## config.mk

```make
export PLATFORM = sky130hd
export DESIGN_NAME = seconds_to_calendar_date
export DESIGN_NICKNAME = d
export VERILOG_FILES = /design/src/s2cd_pkg.sv /design/src/seconds_to_calendar_date.sv /design/src/s2cd_dp.sv /design/src/s2cd_ctrl.sv /design/src/s2cd_out_reg.sv
export SDC_FILE = /design/constraint.sdc
export NUM_CORES = 1
export LEC_CHECK = 0
export BUFFER_PORTS_ARGS = -buffer_cell sky130_fd_sc_hd__buf_2
export CELL_PAD_IN_SITES_DETAIL_PLACEMENT = 1
export CELL_PAD_IN_SITES_GLOBAL_PLACEMENT = 2
export CORE_MARGIN = 10
export CORE_UTILIZATION = 39
export CTS_BUF_LIST = sky130_fd_sc_hd__clkbuf_4
export DETAILED_ROUTE_END_ITERATION = 7
export HOLD_SLACK_MARGIN = 0.08
export PLACE_DENSITY_LB_ADDON = 0.1
export SLEW_MARGIN = 20
export SYNTH_ARGS = -nofsm -noshare
export SYNTH_HDL_FRONTEND = slang
export SYNTH_SLANG_ARGS = --single-unit
```

## constraint.sdc

```tcl
create_clock -name clk_i -period 5.91 [get_ports clk_i]
set_input_delay 1.182 -clock clk_i [delete_from_list [all_inputs] [get_ports clk_i]]
set_output_delay 1.182 -clock clk_i [all_outputs]
set_load 0.01 [all_outputs]
```

## src/s2cd_pkg.sv

```systemverilog
`default_nettype none

package s2cd_pkg;

  localparam int unsigned SecsPerDay  = 86400;
  localparam int unsigned SecsPerHour = 3600;
  localparam int unsigned SecsPerMin  = 60;

  localparam int unsigned InW  = 32;
  localparam int unsigned OutW = 40;

  // Rounded-up reciprocals: x / 675 = (x * DayRecip) >> 35 for x < 2^25,
  // x / 225 = (x * HourRecip) >> 21 for x < 2^13, x / 15 = (x * MinRecip) >> 14
  // for x < 2^10.
  localparam logic [25:0] DayRecip  = 26'd50903317;
  localparam logic [13:0] HourRecip = 14'd9321;
  localparam logic [10:0] MinRecip  = 11'd1093;

  localparam logic [3:0] MonthJan = 4'd1;
  localparam logic [3:0] MonthFeb = 4'd2;
  localparam logic [3:0] MonthApr = 4'd4;
  localparam logic [3:0] MonthJun = 4'd6;
  localparam logic [3:0] MonthSep = 4'd9;
  localparam logic [3:0] MonthNov = 4'd11;
  localparam logic [3:0] MonthDec = 4'd12;

  // Controller to datapath
  typedef struct packed {
    logic load;
    logic day_step;
    logic day_sub;
    logic year_step;
    logic month_step;
    logic hour_step;
    logic hour_sub;
    logic min_step;
    logic min_sub;
  } cmd_t;

  // Datapath to controller
  typedef struct packed {
    logic year_done;
    logic month_done;
  } sts_t;

  // Years 2000..2255: only 2100 and 2200 are century years that are not leap.
  function automatic logic is_leap(logic [7:0] yr);
    return (yr[1:0] == 2'b00) && (yr != 8'd100) && (yr != 8'd200);
  endfunction

  function automatic logic [8:0] year_days(logic leap);
    return leap ? 9'd366 : 9'd365;
  endfunction

  function automatic logic [4:0] month_days(logic [3:0] mon, logic leap);
    logic [4:0] len;
    unique case (mon) inside
      MonthFeb:                               len = leap ? 5'd29 : 5'd28;
      MonthApr, MonthJun, MonthSep, MonthNov: len = 5'd30;
      default:                                len = 5'd31;
    endcase
    return len;
  endfunction

endpackage

`default_nettype wire

```

## src/seconds_to_calendar_date.sv

```systemverilog
// Seconds-since-2000 to calendar date and time of day.
//
// Input stream: one transaction carries a 32-bit seconds count on s_axis_tdata_i.
// Output stream: one transaction per input carries year offset, month, day,
// hour, minute and second on m_axis_tdata_o.
//
// Conversion steps from input acceptance to m_axis_tvalid_o: split off whole
// days by reciprocal multiplication, walk the years, walk the months, derive
// hour and minute, then load the output register. One conversion is in flight
// at a time; a new input is taken the cycle after the previous result is
// loaded into the output register. The year walk is the longest step.
//
// Reset (rst_ni low, asynchronous) returns the controller to idle and drops
// any pending output. When the receiver stalls, the result holds in the output
// register and the next conversion runs up to its end, then waits for space.
`default_nettype none

module seconds_to_calendar_date
  import s2cd_pkg::*;
(
  input  wire logic            clk_i,
  input  wire logic            rst_ni,
  input  wire logic            s_axis_tvalid_i,
  output      logic            s_axis_tready_o,
  input  wire logic [InW-1:0]  s_axis_tdata_i,  // [31:0] epoch_seconds
  output      logic            m_axis_tvalid_o,
  input  wire logic            m_axis_tready_i,
  // [7:0] year_offset, [11:8] month_number, [16:12] day_of_month,
  // [21:17] hour_of_day, [27:22] minute_of_hour, [33:28] second_of_minute
  output      logic [OutW-1:0] m_axis_tdata_o
);

  cmd_t            cmd;
  sts_t            sts;
  logic [OutW-1:0] result;
  logic            out_free;
  logic            out_push;

  s2cd_ctrl u_ctrl (
    .clk_i      (clk_i),
    .rst_ni     (rst_ni),
    .in_valid_i (s_axis_tvalid_i),
    .in_ready_o (s_axis_tready_o),
    .sts_i      (sts),
    .cmd_o      (cmd),
    .out_free_i (out_free),
    .out_push_o (out_push)
  );

  s2cd_dp u_dp (
    .clk_i     (clk_i),
    .in_data_i (s_axis_tdata_i),
    .cmd_i     (cmd),
    .sts_o     (sts),
    .result_o  (result)
  );

  s2cd_out_reg u_out (
    .clk_i           (clk_i),
    .rst_ni          (rst_ni),
    .push_i          (out_push),
    .data_i          (result),
    .free_o          (out_free),
    .m_axis_tvalid_o (m_axis_tvalid_o),
    .m_axis_tready_i (m_axis_tready_i),
    .m_axis_tdata_o  (m_axis_tdata_o)
  );

  // a new conversion closes the input until its result is loaded into the output register
  a_busy_after_accept: assert property (@(posedge clk_i) disable iff (!rst_ni)
    s_axis_tvalid_i && s_axis_tready_o |=> !s_axis_tready_o)
    else $error("input accepted while a conversion is in flight");

  a_push_into_free: assert property (@(posedge clk_i) disable iff (!rst_ni)
    out_push |-> out_free)
    else $error("result pushed over a held output");

  a_date_range: assert property (@(posedge clk_i) disable iff (!rst_ni)
    m_axis_tvalid_o |-> (m_axis_tdata_o[7:0] <= 8'd136) &&
      (m_axis_tdata_o[11:8] >= 4'd1) && (m_axis_tdata_o[11:8] <= 4'd12) &&
      (m_axis_tdata_o[16:12] != 5'd0))
    else $error("date field out of range");

  a_time_range: assert property (@(posedge clk_i) disable iff (!rst_ni)
    m_axis_tvalid_o |-> (m_axis_tdata_o[21:17] <= 5'd23) &&
      (m_axis_tdata_o[27:22] <= 6'd59) && (m_axis_tdata_o[33:28] <= 6'd59))
    else $error("time field out of range");

endmodule

`default_nettype wire

```

## src/s2cd_dp.sv

```systemverilog
`default_nettype none

module s2cd_dp
  import s2cd_pkg::*;
(
  input  wire logic            clk_i,
  input  wire logic [InW-1:0]  in_data_i,
  input  wire cmd_t            cmd_i,
  output      sts_t            sts_o,
  output      logic [OutW-1:0] result_o
);

  logic [31:0] secs_q, secs_d;
  logic [15:0] days_q, days_d;
  logic [16:0] rem_q, rem_d;
  logic [7:0]  year_q, year_d;
  logic [3:0]  month_q, month_d;
  logic [4:0]  hour_q, hour_d;
  logic [5:0]  min_q, min_d;

  logic [50:0] day_prod;
  logic [31:0] day_secs;
  logic        leap;
  logic [8:0]  ylen;
  logic [4:0]  mlen;
  logic [25:0] hour_prod;
  logic [19:0] min_prod;
  logic [16:0] hour_secs;
  logic [16:0] min_secs;

  assign leap = is_leap(year_q);
  assign ylen = year_days(leap);
  assign mlen = month_days(month_q, leap);

  assign sts_o.year_done  = days_q < {7'd0, ylen};
  assign sts_o.month_done = (month_q == MonthDec) || (days_q < {11'd0, mlen});

  // 86400 = 128 * 675: drop the power of two, then multiply by the reciprocal of 675
  assign day_prod = {26'd0, secs_q[31:7]} * {25'd0, DayRecip};
  assign day_secs = {16'd0, days_q} * 32'(SecsPerDay);

  // 3600 = 16 * 225 and 60 = 4 * 15, split the same way
  assign hour_prod = {13'd0, rem_q[16:4]} * {12'd0, HourRecip};
  assign min_prod  = {10'd0, rem_q[11:2]} * {9'd0, MinRecip};
  assign hour_secs = {12'd0, hour_q} * 17'(SecsPerHour);
  assign min_secs  = {11'd0, min_q} * 17'(SecsPerMin);

  always_comb begin
    secs_d  = secs_q;
    days_d  = days_q;
    rem_d   = rem_q;
    year_d  = year_q;
    month_d = month_q;
    hour_d  = hour_q;
    min_d   = min_q;
    if (cmd_i.load) begin
      secs_d  = in_data_i;
      rem_d   = '0;
      year_d  = '0;
      month_d = MonthJan;
      hour_d  = '0;
      min_d   = '0;
    end else if (cmd_i.day_step) begin
      days_d = day_prod[50:35];
    end else if (cmd_i.day_sub) begin
      rem_d = 17'(secs_q - day_secs);
    end else if (cmd_i.year_step) begin
      days_d = days_q - {7'd0, ylen};
      year_d = year_q + 8'd1;
    end else if (cmd_i.month_step) begin
      days_d  = days_q - {11'd0, mlen};
      month_d = month_q + 4'd1;
    end else if (cmd_i.hour_step) begin
      hour_d = hour_prod[25:21];
    end else if (cmd_i.hour_sub) begin
      rem_d = rem_q - hour_secs;
    end else if (cmd_i.min_step) begin
      min_d = min_prod[19:14];
    end else if (cmd_i.min_sub) begin
      rem_d = rem_q - min_secs;
    end
  end

  always_ff @(posedge clk_i) begin
    secs_q  <= secs_d;
    days_q  <= days_d;
    rem_q   <= rem_d;
    year_q  <= year_d;
    month_q <= month_d;
    hour_q  <= hour_d;
    min_q   <= min_d;
  end

  // year, month, day, hour, minute, second from the lowest bit up
  assign result_o = {6'd0, rem_q[5:0], min_q, hour_q, days_q[4:0] + 5'd1, month_q, year_q};

endmodule

`default_nettype wire

```

## src/s2cd_ctrl.sv

```systemverilog
`default_nettype none

module s2cd_ctrl
  import s2cd_pkg::*;
(
  input  wire logic clk_i,
  input  wire logic rst_ni,
  input  wire logic in_valid_i,
  output      logic in_ready_o,
  input  wire sts_t sts_i,
  output      cmd_t cmd_o,
  input  wire logic out_free_i,
  output      logic out_push_o
);

  typedef enum logic [3:0] {
    ST_IDLE,
    ST_DAY,
    ST_DAY_SUB,
    ST_YEAR,
    ST_MONTH,
    ST_HOUR,
    ST_HOUR_SUB,
    ST_MIN,
    ST_MIN_SUB,
    ST_DONE
  } state_e;

  state_e state_q;

  always_comb begin
    cmd_o      = '0;
    in_ready_o = 1'b0;
    out_push_o = 1'b0;
    unique case (state_q)
      ST_IDLE: begin
        in_ready_o = 1'b1;
        cmd_o.load = in_valid_i;
      end
      ST_DAY:      cmd_o.day_step   = 1'b1;
      ST_DAY_SUB:  cmd_o.day_sub    = 1'b1;
      ST_YEAR:     cmd_o.year_step  = !sts_i.year_done;
      ST_MONTH:    cmd_o.month_step = !sts_i.month_done;
      ST_HOUR:     cmd_o.hour_step  = 1'b1;
      ST_HOUR_SUB: cmd_o.hour_sub   = 1'b1;
      ST_MIN:      cmd_o.min_step   = 1'b1;
      ST_MIN_SUB:  cmd_o.min_sub    = 1'b1;
      ST_DONE:     out_push_o       = out_free_i;
      default:     ;
    endcase
  end

  always_ff @(posedge clk_i or negedge rst_ni) begin
    if (!rst_ni) begin
      state_q <= ST_IDLE;
    end else begin
      unique case (state_q)
        ST_IDLE: begin
          if (in_valid_i) begin
            state_q <= ST_DAY;
          end
        end
        ST_DAY:     state_q <= ST_DAY_SUB;
        ST_DAY_SUB: state_q <= ST_YEAR;
        ST_YEAR: begin
          if (sts_i.year_done) begin
            state_q <= ST_MONTH;
          end
        end
        ST_MONTH: begin
          if (sts_i.month_done) begin
            state_q <= ST_HOUR;
          end
        end
        ST_HOUR:     state_q <= ST_HOUR_SUB;
        ST_HOUR_SUB: state_q <= ST_MIN;
        ST_MIN:      state_q <= ST_MIN_SUB;
        ST_MIN_SUB:  state_q <= ST_DONE;
        ST_DONE: begin
          if (out_free_i) begin
            state_q <= ST_IDLE;
          end
        end
        default: state_q <= ST_IDLE;
      endcase
    end
  end

endmodule

`default_nettype wire

```

## src/s2cd_out_reg.sv

```systemverilog
`default_nettype none

module s2cd_out_reg
  import s2cd_pkg::*;
(
  input  wire logic            clk_i,
  input  wire logic            rst_ni,
  input  wire logic            push_i,
  input  wire logic [OutW-1:0] data_i,
  output      logic            free_o,
  output      logic            m_axis_tvalid_o,
  input  wire logic            m_axis_tready_i,
  output      logic [OutW-1:0] m_axis_tdata_o
);

  logic            valid_q;
  logic [OutW-1:0] data_q;

  assign free_o          = !valid_q || m_axis_tready_i;
  assign m_axis_tvalid_o = valid_q;
  assign m_axis_tdata_o  = data_q;

  always_ff @(posedge clk_i or negedge rst_ni) begin
    if (!rst_ni) begin
      valid_q <= 1'b0;
    end else if (push_i) begin
      valid_q <= 1'b1;
    end else if (m_axis_tready_i) begin
      valid_q <= 1'b0;
    end
  end

  // hold the payload while the receiver stalls
  always_ff @(posedge clk_i) begin
    if (push_i) begin
      data_q <= data_i;
    end
  end

endmodule

`default_nettype wire

```

; ---- After elaboration in Yosys (flattened, before gate mapping)
; Cells that the tools add are included.
[op_classes]
n_mul = 6
n_reduce_logical = 20
bitwise = 7
mux = 32
n_eq_ne = 26
magnitude_cmp = 2
addsub = 8
[op_table]
columns = cell, n
row1 = $mux 17, 7
row2 = $mux 16, 4
row3 = $mul 25x26->51 const B, 1
row4 = $pmux 4 s10, 1
row5 = $sub 17x17->17, 2
row6 = $mul 13x14->26 const B, 1
row7 = $eq 4x3->1 const B, 6
row8 = $eq 4x4->1 const B, 5
row9 = $mul 10x11->20 const B, 1
row10 = $sub 17x12->17, 1
row11 = $lt 16x5->1, 1
row12 = $lt 16x9->1, 1
row13 = $mul 16x10->10 const B, 1
row14 = $mux 4, 4
row15 = $sub 16x5->16, 1
row16 = $sub 16x9->16, 1
row17 = $mux 1, 14
row18 = $ne 2x1->1 const B, 7
row19 = $mul 5x8->13 const B, 1
row20 = $eq 4x2->1 const B, 3
row21 = $mul 6x4->10 const B, 1
row22 = $pmux 5 s2, 1
row23 = $add 8x1->8 const B, 1
row24 = $ne 8x7->1 const B, 1
row25 = other kinds (21), 34
[word_totals]
out_inout_bits = 42
wordCells = 111
input_bits = 36
register_bits = 127

; ---- Logic depth before layout (Yosys ltp)
; Gate-level depths: netlist of run 1.
[depth]
ltp_word = 13
depth_mapped = 25
ltp_nobuf = 25

; ---- By module
; Synthesis of run 1 repeated with hierarchy kept, for this count alone.
[unflattened]
cells_unflattened = 2173
hier_area_um2 = 21358.0
[by_module_without_submodules]
columns = mod, cells_each, area_each_um2, seq_area_each_um2, n_inst
row1 = s2cd_dp, 2087, 19776.5, 2242.2, 1
row2 = s2cd_out_reg, 43, 1248.7, 1226.2, 1
row3 = s2cd_ctrl, 43, 332.8, 100.1, 1

; ---- Least setup slack after synthesis of run 1
; Ideal clock, no wire load.
[synth_timing]
path_type = register to register
from = reg u_dp.secs_q[12]
to = reg u_dp.days_q[5] (data pin)
arrival_time_ps = 5888
stages_incl_launch_ff = 22
setup_time_ps = 272
period_less_slack_ps = 6160
setup_slack_ps = -250
required_ps = 5638
n_path_buf = 0
path_cell_list = edfxtp_1 > fa_1 > inv_1 > fa_1 > inv_1 > ha_1 > fa_1 > inv_1 > fa_1 > fa_1 > inv_1 > fa_1 > ha_1 > a21o_1 > a21o_1 > a21oi_1 > o41a_1 > o2111ai_1 > a21o_1 > a21o_1 > a2111oi_4 > a211oi_1
[synth_between]
elab_chain_len = 2
[synth_lines]
columns = item, line_no
row1 = "start, declared", s2cd_dp.sv:13  ; logic [31:0] secs_q, secs_d;
row2 = "start signal, assigned", s2cd_dp.sv:85  ; secs_q <= secs_d;
row3 = $mul 25x26->51, s2cd_dp.sv:39  ; assign day_prod = {26'd0, secs_q[31:7]} * {25'd0, DayRecip};
row4 = $mux 16, s2cd_dp.sv:63  ; end else if (cmd_i.day_step) begin
row5 = "end signal, assigned", s2cd_dp.sv:86  ; days_q <= days_d;
row6 = "end, declared", s2cd_dp.sv:14  ; logic [15:0] days_q, days_d;
; No other way between the ends.
; A chain may end at the register's enable or synchronous reset.

; ---- Worst setup path after layout of run 1
[layout_timing]
from = reg u_dp.secs_q[13]
to = reg u_dp.days_q[5] (data pin)
; Same word-level chain as after synthesis.

==> metrics, run 1 <==
status complete, but fails checks; failing checks negative setup slack; Synth Register Bits 127; Final Hold Fails 0; crit-path max FO 3; Area Growth Syn to Fin 18.67%; Slew Viols, Final 0; # IOs 78; layout cells sized above 1 a little under a fifth; Avg Synthesized Cell Area 9.845 um^2; Final Cycle Share 106.2%; via/cell ratio 4.926; drt drc 0; Slowest-stage cell, CP fa_1; commonest non-fill, non-tap cell in the layout inv_1; DR pass1 iterations 4; post-route worst setup slack -0.3671 ns; GP Congestion 0.9297; launch point of the worst path u_dp.secs_q[13]; RSZ-0062 raised after global routing true; skew final 0.04049 ns; nets roughly 3200; H-tree depth 4; CTS clk-pin slew, worst paths 0.16 ns; Slew @ Worst Pin around 0.74 ns; first-pass GRT wire length about 100000 um; Num CTS Buffers 17; Die Wd roughly 250 um; Layout fillers 6042; Root Driver clkbuf_4; Die Area 63520 um^2; Final Critical Period 6.277 ns; initial antenna violation count 3; Post-synth EDFFs 82; crit path capture u_dp.days_q[5]; Core Region 52970 um^2; GRT Util Overall 19.87%; Final setup viols 16; GR Overflow Total 0; register area share after synthesis between 10% and 20%; cell count after synthesis 2133; R2R cell count 22; Clock Path Buffers 2; Initial Utilization 39.64%; R2R Path Start u_dp.secs_q[13]; largest net degree at the start of global routing 35; CP Launch Type flip-flop; slowest stage delay, CP 0.52 ns; Mapped Area 21000 um^2; max frequency 0.1593 GHz; Worst EP required between 6 and 7 ns; slew margin rel. about 50%; Synth Warn # 0; max cap viols 0; clk sinks 127; Storage cell area 3388 um^2; path type of the worst min-delay path input port to async pin; Starting DRT DRC Count just over 500; Routed Antenna Nets 0; # rows between 80 and 90; cell mode on critical path fa_1; Primary FF master, synth edfxtp_1; TritonCTS clock tree built; RR Endpoint u_dp.days_q[5]; vias in the first global route about 17000; most frequent cells in the layout inv_1, ha_1, fa_1; final wirelength roughly 61000 um; asr flop ratio synth 3.937%; area of the multi-input gates 16350 um^2; Post-DP Area 23660 um^2; DP Wirelength between 50000 and 60000 um; reg-to-reg slack, setup -0.37 ns; Vias 15390; critical-path cell list buf_6 -> fa_1 -> inv_1 -> fa_1 -> inv_2 -> ha_4 -> fa_1 -> inv_1 -> fa_1 -> fa_1 -> inv_1 -> fa_1 -> ha_4 -> a21o_1 -> a21o_1 -> a21oi_2 -> o41a_1 -> o2111ai_2 -> a21o_1 -> a21o_1 -> a2111oi_4 -> a211oi_1; CP Class flip-flop to flip-flop; Clock Latency Late Sink 0.74 ns; IO Port Bufs 71; Yosys cell types 71; critical path arrival around 6.7 ns; CP endpoint kind flip-flop; die height between 200 and 300 um; mean routed wirelength per cell 19.57 um; final instance area 24920 um^2; number of hold buffers added after cts 0
## cells in the mapped netlist (4+ instances only)
library cell  instances  area, um^2
o211ai_1             15       112.6
a21boi_1              4       30.03
a31oi_1              10       62.56
o2111ai_1             4       35.03
a21o_1               36       270.3
o221ai_1              5       43.79
o21a_1               10       75.07
a211oi_1             16       120.1
nor3_1               17       85.08
o21ai_0              51       255.2
nand3_1              27       135.1
buf_4                 6       45.04
and3_1                7       43.79
o21bai_1             13       97.59
nor2b_1              22       137.6
nand2b_1             11       68.82
a21oi_1             104       520.5
nor3b_1               4       30.03
and2_1                5       31.28
inv_1               504        1892
o22ai_1               7       43.79
nor2_1               73       274.0
ha_1                508        6356
dfrtp_1               5       125.1
dfxtp_1              40       800.8
xnor2_1              62       543.0
clkbuf_1             19       71.32
fa_1                240        4805
o31ai_1               7       52.55
o21ai_1              21       105.1
nand2_1              87       326.6
nand4_1               9       56.30
edfxtp_1             82        2462
xor2_1               46       402.9
## layout make-up
class                      instances  area share (%)
timing repair buffer             291           8.395
clock inverter                    15          0.7983
clock buffer                      17          0.5121
antenna                            2         0.02008
inverter                         506           7.632
multi-input combinational       1478           65.59
tap                              688           3.454
sequential                       127           13.60
## registers in the layout, summed over array words and instances (netlist names)
register / cells
u_out.m_axis_tdata_o: 34
u_dp.month_q: 4
u_dp.secs_q: 32
u_dp.min_q: 6
u_dp.rem_q: 17
u_dp.hour_q: 5
u_out.m_axis_tvalid_o: 1
u_ctrl.state_q: 4
u_dp.year_q: 8
u_dp.days_q: 16
## critical path, delay by kind of cell (launching register included)
family	cells	cell delay, ns
adders and majority gates	8	3.41
AOI/OAI and AO/OA	9	1.72
buffers and inverters	5	0.37
DFF	1	0.50
## logic make-up after synthesis
logic type	synth area share [%]
xor gates and xnor gates	4.505
and+or+nand+nor	6.310
adders and majority gates	53.15
DFF	16.14
other	0.01786
muxes	0.2026
AOI/OAI and AO/OA	10.04
buffers and inverters	9.641
## worst min path at each step
stage	startpoint	endpoint	slack [ns]	cells after the start
floorplan	u_dp.rem_q[0]	u_out.m_axis_tdata_o[28]	0.41	0
global placement	u_dp.rem_q[0]	u_out.m_axis_tdata_o[28]	0.42	0
detailed placement	u_dp.rem_q[1]	u_out.m_axis_tdata_o[29]	0.42	0
CTS	rst_ni	u_out.m_axis_tvalid_o	0.12	1
global route	rst_ni	u_out.m_axis_tvalid_o	0.15	1
finish	rst_ni	u_out.m_axis_tvalid_o	0.23	1
## repair_timing
action	4_1_cts	5_1_grt
pin swaps	52	79
resized for setup	72	70
endpoints found under the setup margin	16	16
setup buffers	12	21
## per-stage QoR
| step | TNS (ns) | hold slack [ns] | util (%) | std cells | worst slack [ns] |
|---|---|---|---|---|---|
| 2_1_floorplan | -0.004015 | 0.4081 | - | 2138 | -0.002678 |
| 3_3_place_gp | -6.307 | 0.4158 | 44.66 | 3058 | -0.6227 |
| 3_5_place_dp | -7.387 | 0.4231 | 44.66 | 3058 | -0.6820 |
| 4_1_cts | -4.437 | 0.1201 | 46.11 | 3102 | -0.4383 |
| 5_1_grt | -7.146 | 0.1528 | 47.04 | 3123 | -0.6197 |
| 6_report | -3.488 | 0.2305 | 47.05 | 3124 | -0.3671 |
## metal layers
| layer | wire (um) | up-vias | GRT usage (%) |
|---|---|---|---|
| li1 | - | 7590 | - |
| met1 | 25780 | 7646 | 23.43 |
| met2 | 33230 | 115 | 37.67 |
| met3 | 1369 | 37 | 2.478 |
| met4 | 769 | 0 | 4.224 |
| met5 | 0 | - | 0 |
Power of run 1 is not shown: default switching activity piles up to over one toggle a cycle in this logic, so the estimate is an artifact.
==> run 2: changes to the inputs <==
--- a/config.mk
+++ b/config.mk
@@ -14,6 +14,7 @@
 export DETAILED_ROUTE_END_ITERATION = 7
 export HOLD_SLACK_MARGIN = 0.08
 export PLACE_DENSITY_LB_ADDON = 0.1
+export RECOVER_POWER = 100
 export SLEW_MARGIN = 20
 export SYNTH_ARGS = -nofsm -noshare
 export SYNTH_HDL_FRONTEND = slang
==> constraint.sdc (replaced) <==
create_clock -name clk_i -period 5.91 [get_ports clk_i]
set_input_delay 1.182 -clock clk_i [delete_from_list [all_inputs] [get_ports clk_i]]
set_output_delay 1.182 -clock clk_i [all_outputs]
set_load 0.1 [all_outputs]
==> run 2 against run 1 <==
Net effect: the flow finishes with violations (max-capacitance violations, max-slew violations, negative setup slack); sequential cell count stayed put; final area up 1.0%; clock-buffer cell count up 1; routed wire length increased by 1.4%; non-clock buffer count rose by 28; global-route usage rose by 0.24 points; fmax about the same; critical path depth unchanged; highest routed layer unchanged; register-to-register slack about the same; core utilization increased by 0.47 points.
==> metrics, run 2 (synthesis gave the netlist of run 1 again) <==
initial antenna violation count 1; failing checks max-capacitance violations, max-slew violations, negative setup slack; # rows 84; R2R Path Start u_dp.secs_q[18]; Num CTS Buffers 17; critical path arrival 6.71 ns; Final setup viols 16; max cap viols 2; GP Congestion roughly 0.9; status complete, but fails checks; CP Launch Type flip-flop; commonest non-fill, non-tap cell in the layout inv_1; via/cell ratio between 4 and 5; DP Wirelength 52750 um; Storage cell area 3388 um^2; Clock Path Buffers 2; path type of the worst min-delay path input port to async pin; number of hold buffers added after cts 0; nets around 3200; Starting DRT DRC Count 451; area of the multi-input gates between 15000 and 20000 um^2; Vias 15660; crit-path max FO 4; Final Critical Period about 6.3 ns; final wirelength 61990 um; GRT Util Overall 20.11%; Core Region 52970 um^2; mean routed wirelength per cell 19.67 um; Regs by FF count u_out.m_axis_tdata_o (34), u_dp.secs_q (32), u_dp.rem_q (17); IO Port Bufs 71; H-tree depth 4; # IOs 78; vias in the first global route 17770; Largest Register u_out.m_axis_tdata_o; pre-CTS WS -0.6081 ns; max reg flops 34; die height 252.0 um; post-route worst setup slack -0.3631 ns; Worst EP required 6.34 ns; layout cells sized above 1 18.07%; Routed Antenna Nets 0; Final TNS setup -3.381 ns; RR Endpoint u_dp.days_q[12]; largest net degree at the start of global routing 38; Final Hold Fails 0; drt drc 0; Initial Utilization 39.64%; R2R cell count 22; DR pass1 iterations 4; Layout fillers 6055; Root Driver clkbuf_4; Die Wd 252.0 um; Area Growth Syn to Fin 19.87%; CTS clk-pin slew, worst paths 0.16 ns; reg-to-reg slack, setup -0.36 ns; Final Cycle Share 106.1%; max frequency 0.1594 GHz; first-pass GRT wire length 98440 um; CP Class flip-flop to flip-flop; Slew @ Worst Pin 1.718 ns; most frequent cells in the layout inv_1, ha_1, fa_1; clk sinks 127; Slew Viols, Final 57; Clock Latency Late Sink 0.70 ns; slew margin rel. -14.65%; RSZ-0062 raised after global routing true; GR Overflow Total 0; Die Area ~64000 um^2; CP endpoint kind flip-flop; final core utilization 47.52%; skew final 0.02970 ns; TritonCTS clock tree built
run 2: cell count changes in the layout (fill, tap and decap cells not counted), sizes merged:
cell,change
diode,-1
clkbuf,+46
clkinvlp,+1
bufinv,-1
inv,-1
buf,-17
run 2: worst max path at each step:
| stage | from | to | slack (ns) | cells past startpoint |
|---|---|---|---|---|
| final | u_dp.secs_q[18] | u_dp.days_q[12] | -0.36 | 22 |
| after global routing | u_dp.secs_q[16] | u_dp.days_q[12] | -0.60 | 27 |
| after CTS | u_dp.secs_q[26] | u_dp.days_q[15] | -0.31 | 20 |
| after detailed placement | u_dp.secs_q[17] | u_dp.days_q[11] | -0.61 | 23 |
| after global placement | u_dp.secs_q[11] | u_dp.days_q[12] | -0.48 | 21 |
| after floorplan | u_dp.secs_q[12] | u_dp.days_q[5] | -0.06 | 21 |
run 2: repair_timing:
item / 4_1_cts / 5_1_grt
pin swaps: 97 / 78
resized for setup: 116 / 53
buffers inserted: 30 / 27
setup endpoints to repair: 16 / 16
run 2: metal layers:
layer  wire [um]  share of wire [%]  track usage (%)
met5           0                  0                0
met4        1928                3.1            6.872
met3         947                1.5            2.570
met2       33480                 54            38.29
met1       25640                 41            22.60
run 2: through the flow:
stage / std cells / hold slack (ns) / cell area (um^2)
floorplan: 2138 / 0.4081 / 21140
global placement: 3067 / 0.4208 / 23720
detailed placement: 3067 / 0.4190 / 23720
CTS: 3126 / 0.1556 / 24830
global route: 3151 / 0.2532 / 25170
finish: 3151 / 0.3129 / 25170
run 2: layout make-up:
type	instances	area share, %
tap	688	3.420
antenna	1	0.009942
clock inverter	14	0.6760
timing repair buffer	319	8.918
inverter	506	7.566
sequential	127	13.46
multi-input combinational	1478	65.41
clock buffer	18	0.5369
run 2: worst max-delay path: stages, from the launching register on:
cell      delay [ns]
edfxtp_1        0.49
fa_1            0.52
ha_1            0.32
inv_2           0.04
fa_1            0.48
inv_1           0.05
fa_1            0.50
inv_2           0.04
fa_1            0.55
fa_1            0.43
fa_1            0.53
inv_2           0.05
ha_4            0.17
a211oi_1        0.30
o211ai_1        0.22
a21oi_2         0.21
o211ai_1        0.19
o21ai_4         0.27
buf_4           0.16
o21bai_4        0.06
a31oi_1         0.16
xor2_1          0.17
a21oi_1         0.09
Power of run 2 is left out for the same reason.
==> run 3: changes to the inputs <==
--- a/config.mk
+++ b/config.mk
@@ -11,10 +11,12 @@
 export CORE_MARGIN = 10
 export CORE_UTILIZATION = 39
 export CTS_BUF_LIST = sky130_fd_sc_hd__clkbuf_4
+export CTS_CLUSTER_DIAMETER = 120
 export DETAILED_ROUTE_END_ITERATION = 7
 export HOLD_SLACK_MARGIN = 0.08
 export PLACE_DENSITY_LB_ADDON = 0.1
 export RECOVER_POWER = 100
+export SKIP_LAST_GASP = 1
 export SLEW_MARGIN = 20
 export SYNTH_ARGS = -nofsm -noshare
 export SYNTH_HDL_FRONTEND = slang
==> run 3 against run 2 <==
Net effect: the flow still finishes with violations (max-capacitance violations, max-slew violations, negative setup slack); routed wire length grew 0.43%; sequential share of layout area is essentially flat; sequential cell count is the same; first-iteration DRC count shrank 1.1%; final cell count is essentially flat; clock skew is essentially flat; via count grew 0.32%; critical path depth is the same; non-clock buffer count grew 3; hold slack lost 0.0090 ns; worst setup slack lost 0.0016 ns; clock-buffer cell count is the same; largest cell class unchanged; highest routed layer unchanged.
==> metrics, run 3 (synthesis gave the netlist of run 1 again) <==
status complete, but fails checks; failing checks max-capacitance violations, max-slew violations, negative setup slack; CP Class flip-flop to flip-flop; CP Launch Type flip-flop; mean routed wirelength per cell 19.74 um; drt drc 0; CTS clk-pin slew, worst paths 0.16 ns; # rows 84; path type of the worst min-delay path input port to async pin; Area Growth Syn to Fin 20.01%; GP Congestion 0.8742; final core utilization 47.57%; most frequent cells in the layout inv_1, ha_1, fa_1; H-tree depth 4; Worst EP required ~6.4 ns; Clock Path Buffers 2; post-route worst setup slack -0.3647 ns; die height 252.0 um; Post-DP Area between 20000 and 25000 um^2; nets about 3200; Slew Viols, Final 57; Core Region 52970 um^2; slew margin rel. -16.59%; Die Wd 252.0 um; initial antenna violation count 1; max reg flops 34; CP endpoint kind flip-flop; Slew @ Worst Pin 1.747 ns; Regs by FF count u_out.m_axis_tdata_o (34), u_dp.secs_q (32), u_dp.rem_q (17); Initial Utilization approximately 40%; crit-path max FO 4; DR pass1 iterations 4; pre-CTS WS -0.6081 ns; Clock Latency Late Sink approximately 0.71 ns; critical path arrival 6.71 ns; Final setup viols 16; cell mode on critical path fa_1; slowest stage delay, CP 0.55 ns; number of hold buffers added after cts 0; DP Wirelength around 53000 um; max frequency 0.1594 GHz; final wirelength 62260 um; Die Area 63520 um^2; Vias 15710; Root Driver clkbuf_4; TritonCTS clock tree built; Num CTS Buffers 17; Starting DRT DRC Count ~450; via/cell ratio 4.980; Final Critical Period about 6.3 ns; # IOs a little under 80; skew final 0.02975 ns; largest net degree at the start of global routing 38; Final Hold Fails 0; Final Cycle Share 106.2%; first-pass GRT wire length 98450 um; Largest Register u_out.m_axis_tdata_o; GRT Util Overall 20.12%; Layout fillers between 6000 and 7000; RSZ-0062 raised after global routing true; IO Port Bufs 71; layout cells sized above 1 18.34%; Slowest-stage cell, CP fa_1; final instance area 25200 um^2; commonest non-fill, non-tap cell in the layout inv_1; critical-path cell list fa_1 -> ha_1 -> inv_2 -> fa_1 -> inv_1 -> fa_1 -> inv_2 -> fa_1 -> fa_1 -> fa_1 -> inv_2 -> ha_4 -> a211oi_1 -> o211ai_1 -> a21oi_2 -> o211ai_1 -> o21ai_4 -> buf_4 -> o21bai_4 -> a31oi_1 -> xor2_1 -> a21oi_1; Routed Antenna Nets 0; GR Overflow Total 0; max cap viols 3; Final TNS setup -3.641 ns; clk sinks 127; vias in the first global route between 15000 and 20000
[run 3: per-stage QoR]
stage / cells / hold WS (ns)
5_1_grt: 3154 / 0.2532
2_1_floorplan: 2138 / 0.4081
3_3_place_gp: 3067 / 0.4208
4_1_cts: 3126 / 0.1556
3_5_place_dp: 3067 / 0.4190
6_report: 3154 / 0.3039
[run 3: timing repair]
action / CTS / global route
pin swaps: 97 / 90
setup buffers: 30 / 31
setup endpoints to repair: 16 / 16
gates resized for setup: 115 / 59
[run 3: critical path: cells and delay by family, from the launching register on]
kind / cells / cell delay (ns)
AO/OA/AOI/OAI: 8 / 1.50
XOR/XNOR: 1 / 0.17
adder cells (fa/ha/maj): 8 / 3.49
buffers and inverters: 5 / 0.35
flip-flops: 1 / 0.49
[run 3: path summary, 6_finish.rpt]
| kind | start | end | slack [ns] | cells past startpoint |
|---|---|---|---|---|
| max in group asynchronous | rst_ni | u_ctrl.state_q[1] | 5.37 | 1 |
| min | rst_ni | u_ctrl.state_q[3] | 0.30 | 1 |
| min in group clk_i | u_dp.rem_q[1] | u_out.m_axis_tdata_o[29] | 0.45 | 0 |
| max reg2reg | u_dp.secs_q[18] | u_dp.days_q[12] | -0.36 | 22 |
| max | u_dp.secs_q[18] | u_dp.days_q[12] | -0.36 | 22 |
| min reg2reg | u_dp.rem_q[1] | u_out.m_axis_tdata_o[29] | 0.45 | 0 |
[run 3: per-layer routing]
layer,vias up,track usage [%],wire length (um)
li1,7656,-,-
met1,7818,22.61,25550
met2,153,38.29,33570
met3,79,2.570,1157
met4,0,6.872,1976
met5,-,0,0
[run 3: layout make-up]
class | instances | area (um^2) | area share [%]
Timing Repair Buffer | 322 | 2271 | 9.011
Tap cell | 688 | 860.8 | 3.416
Clock inverter | 14 | 170.2 | 0.6752
Clock buffer | 18 | 135.1 | 0.5362
Antenna cell | 1 | 2.502 | 0.009930
Inverter | 506 | 1904 | 7.557
Multi-Input combinational cell | 1478 | 16470 | 65.35
Sequential cell | 127 | 3388 | 13.45
Power of run 3 is left out for the same reason.
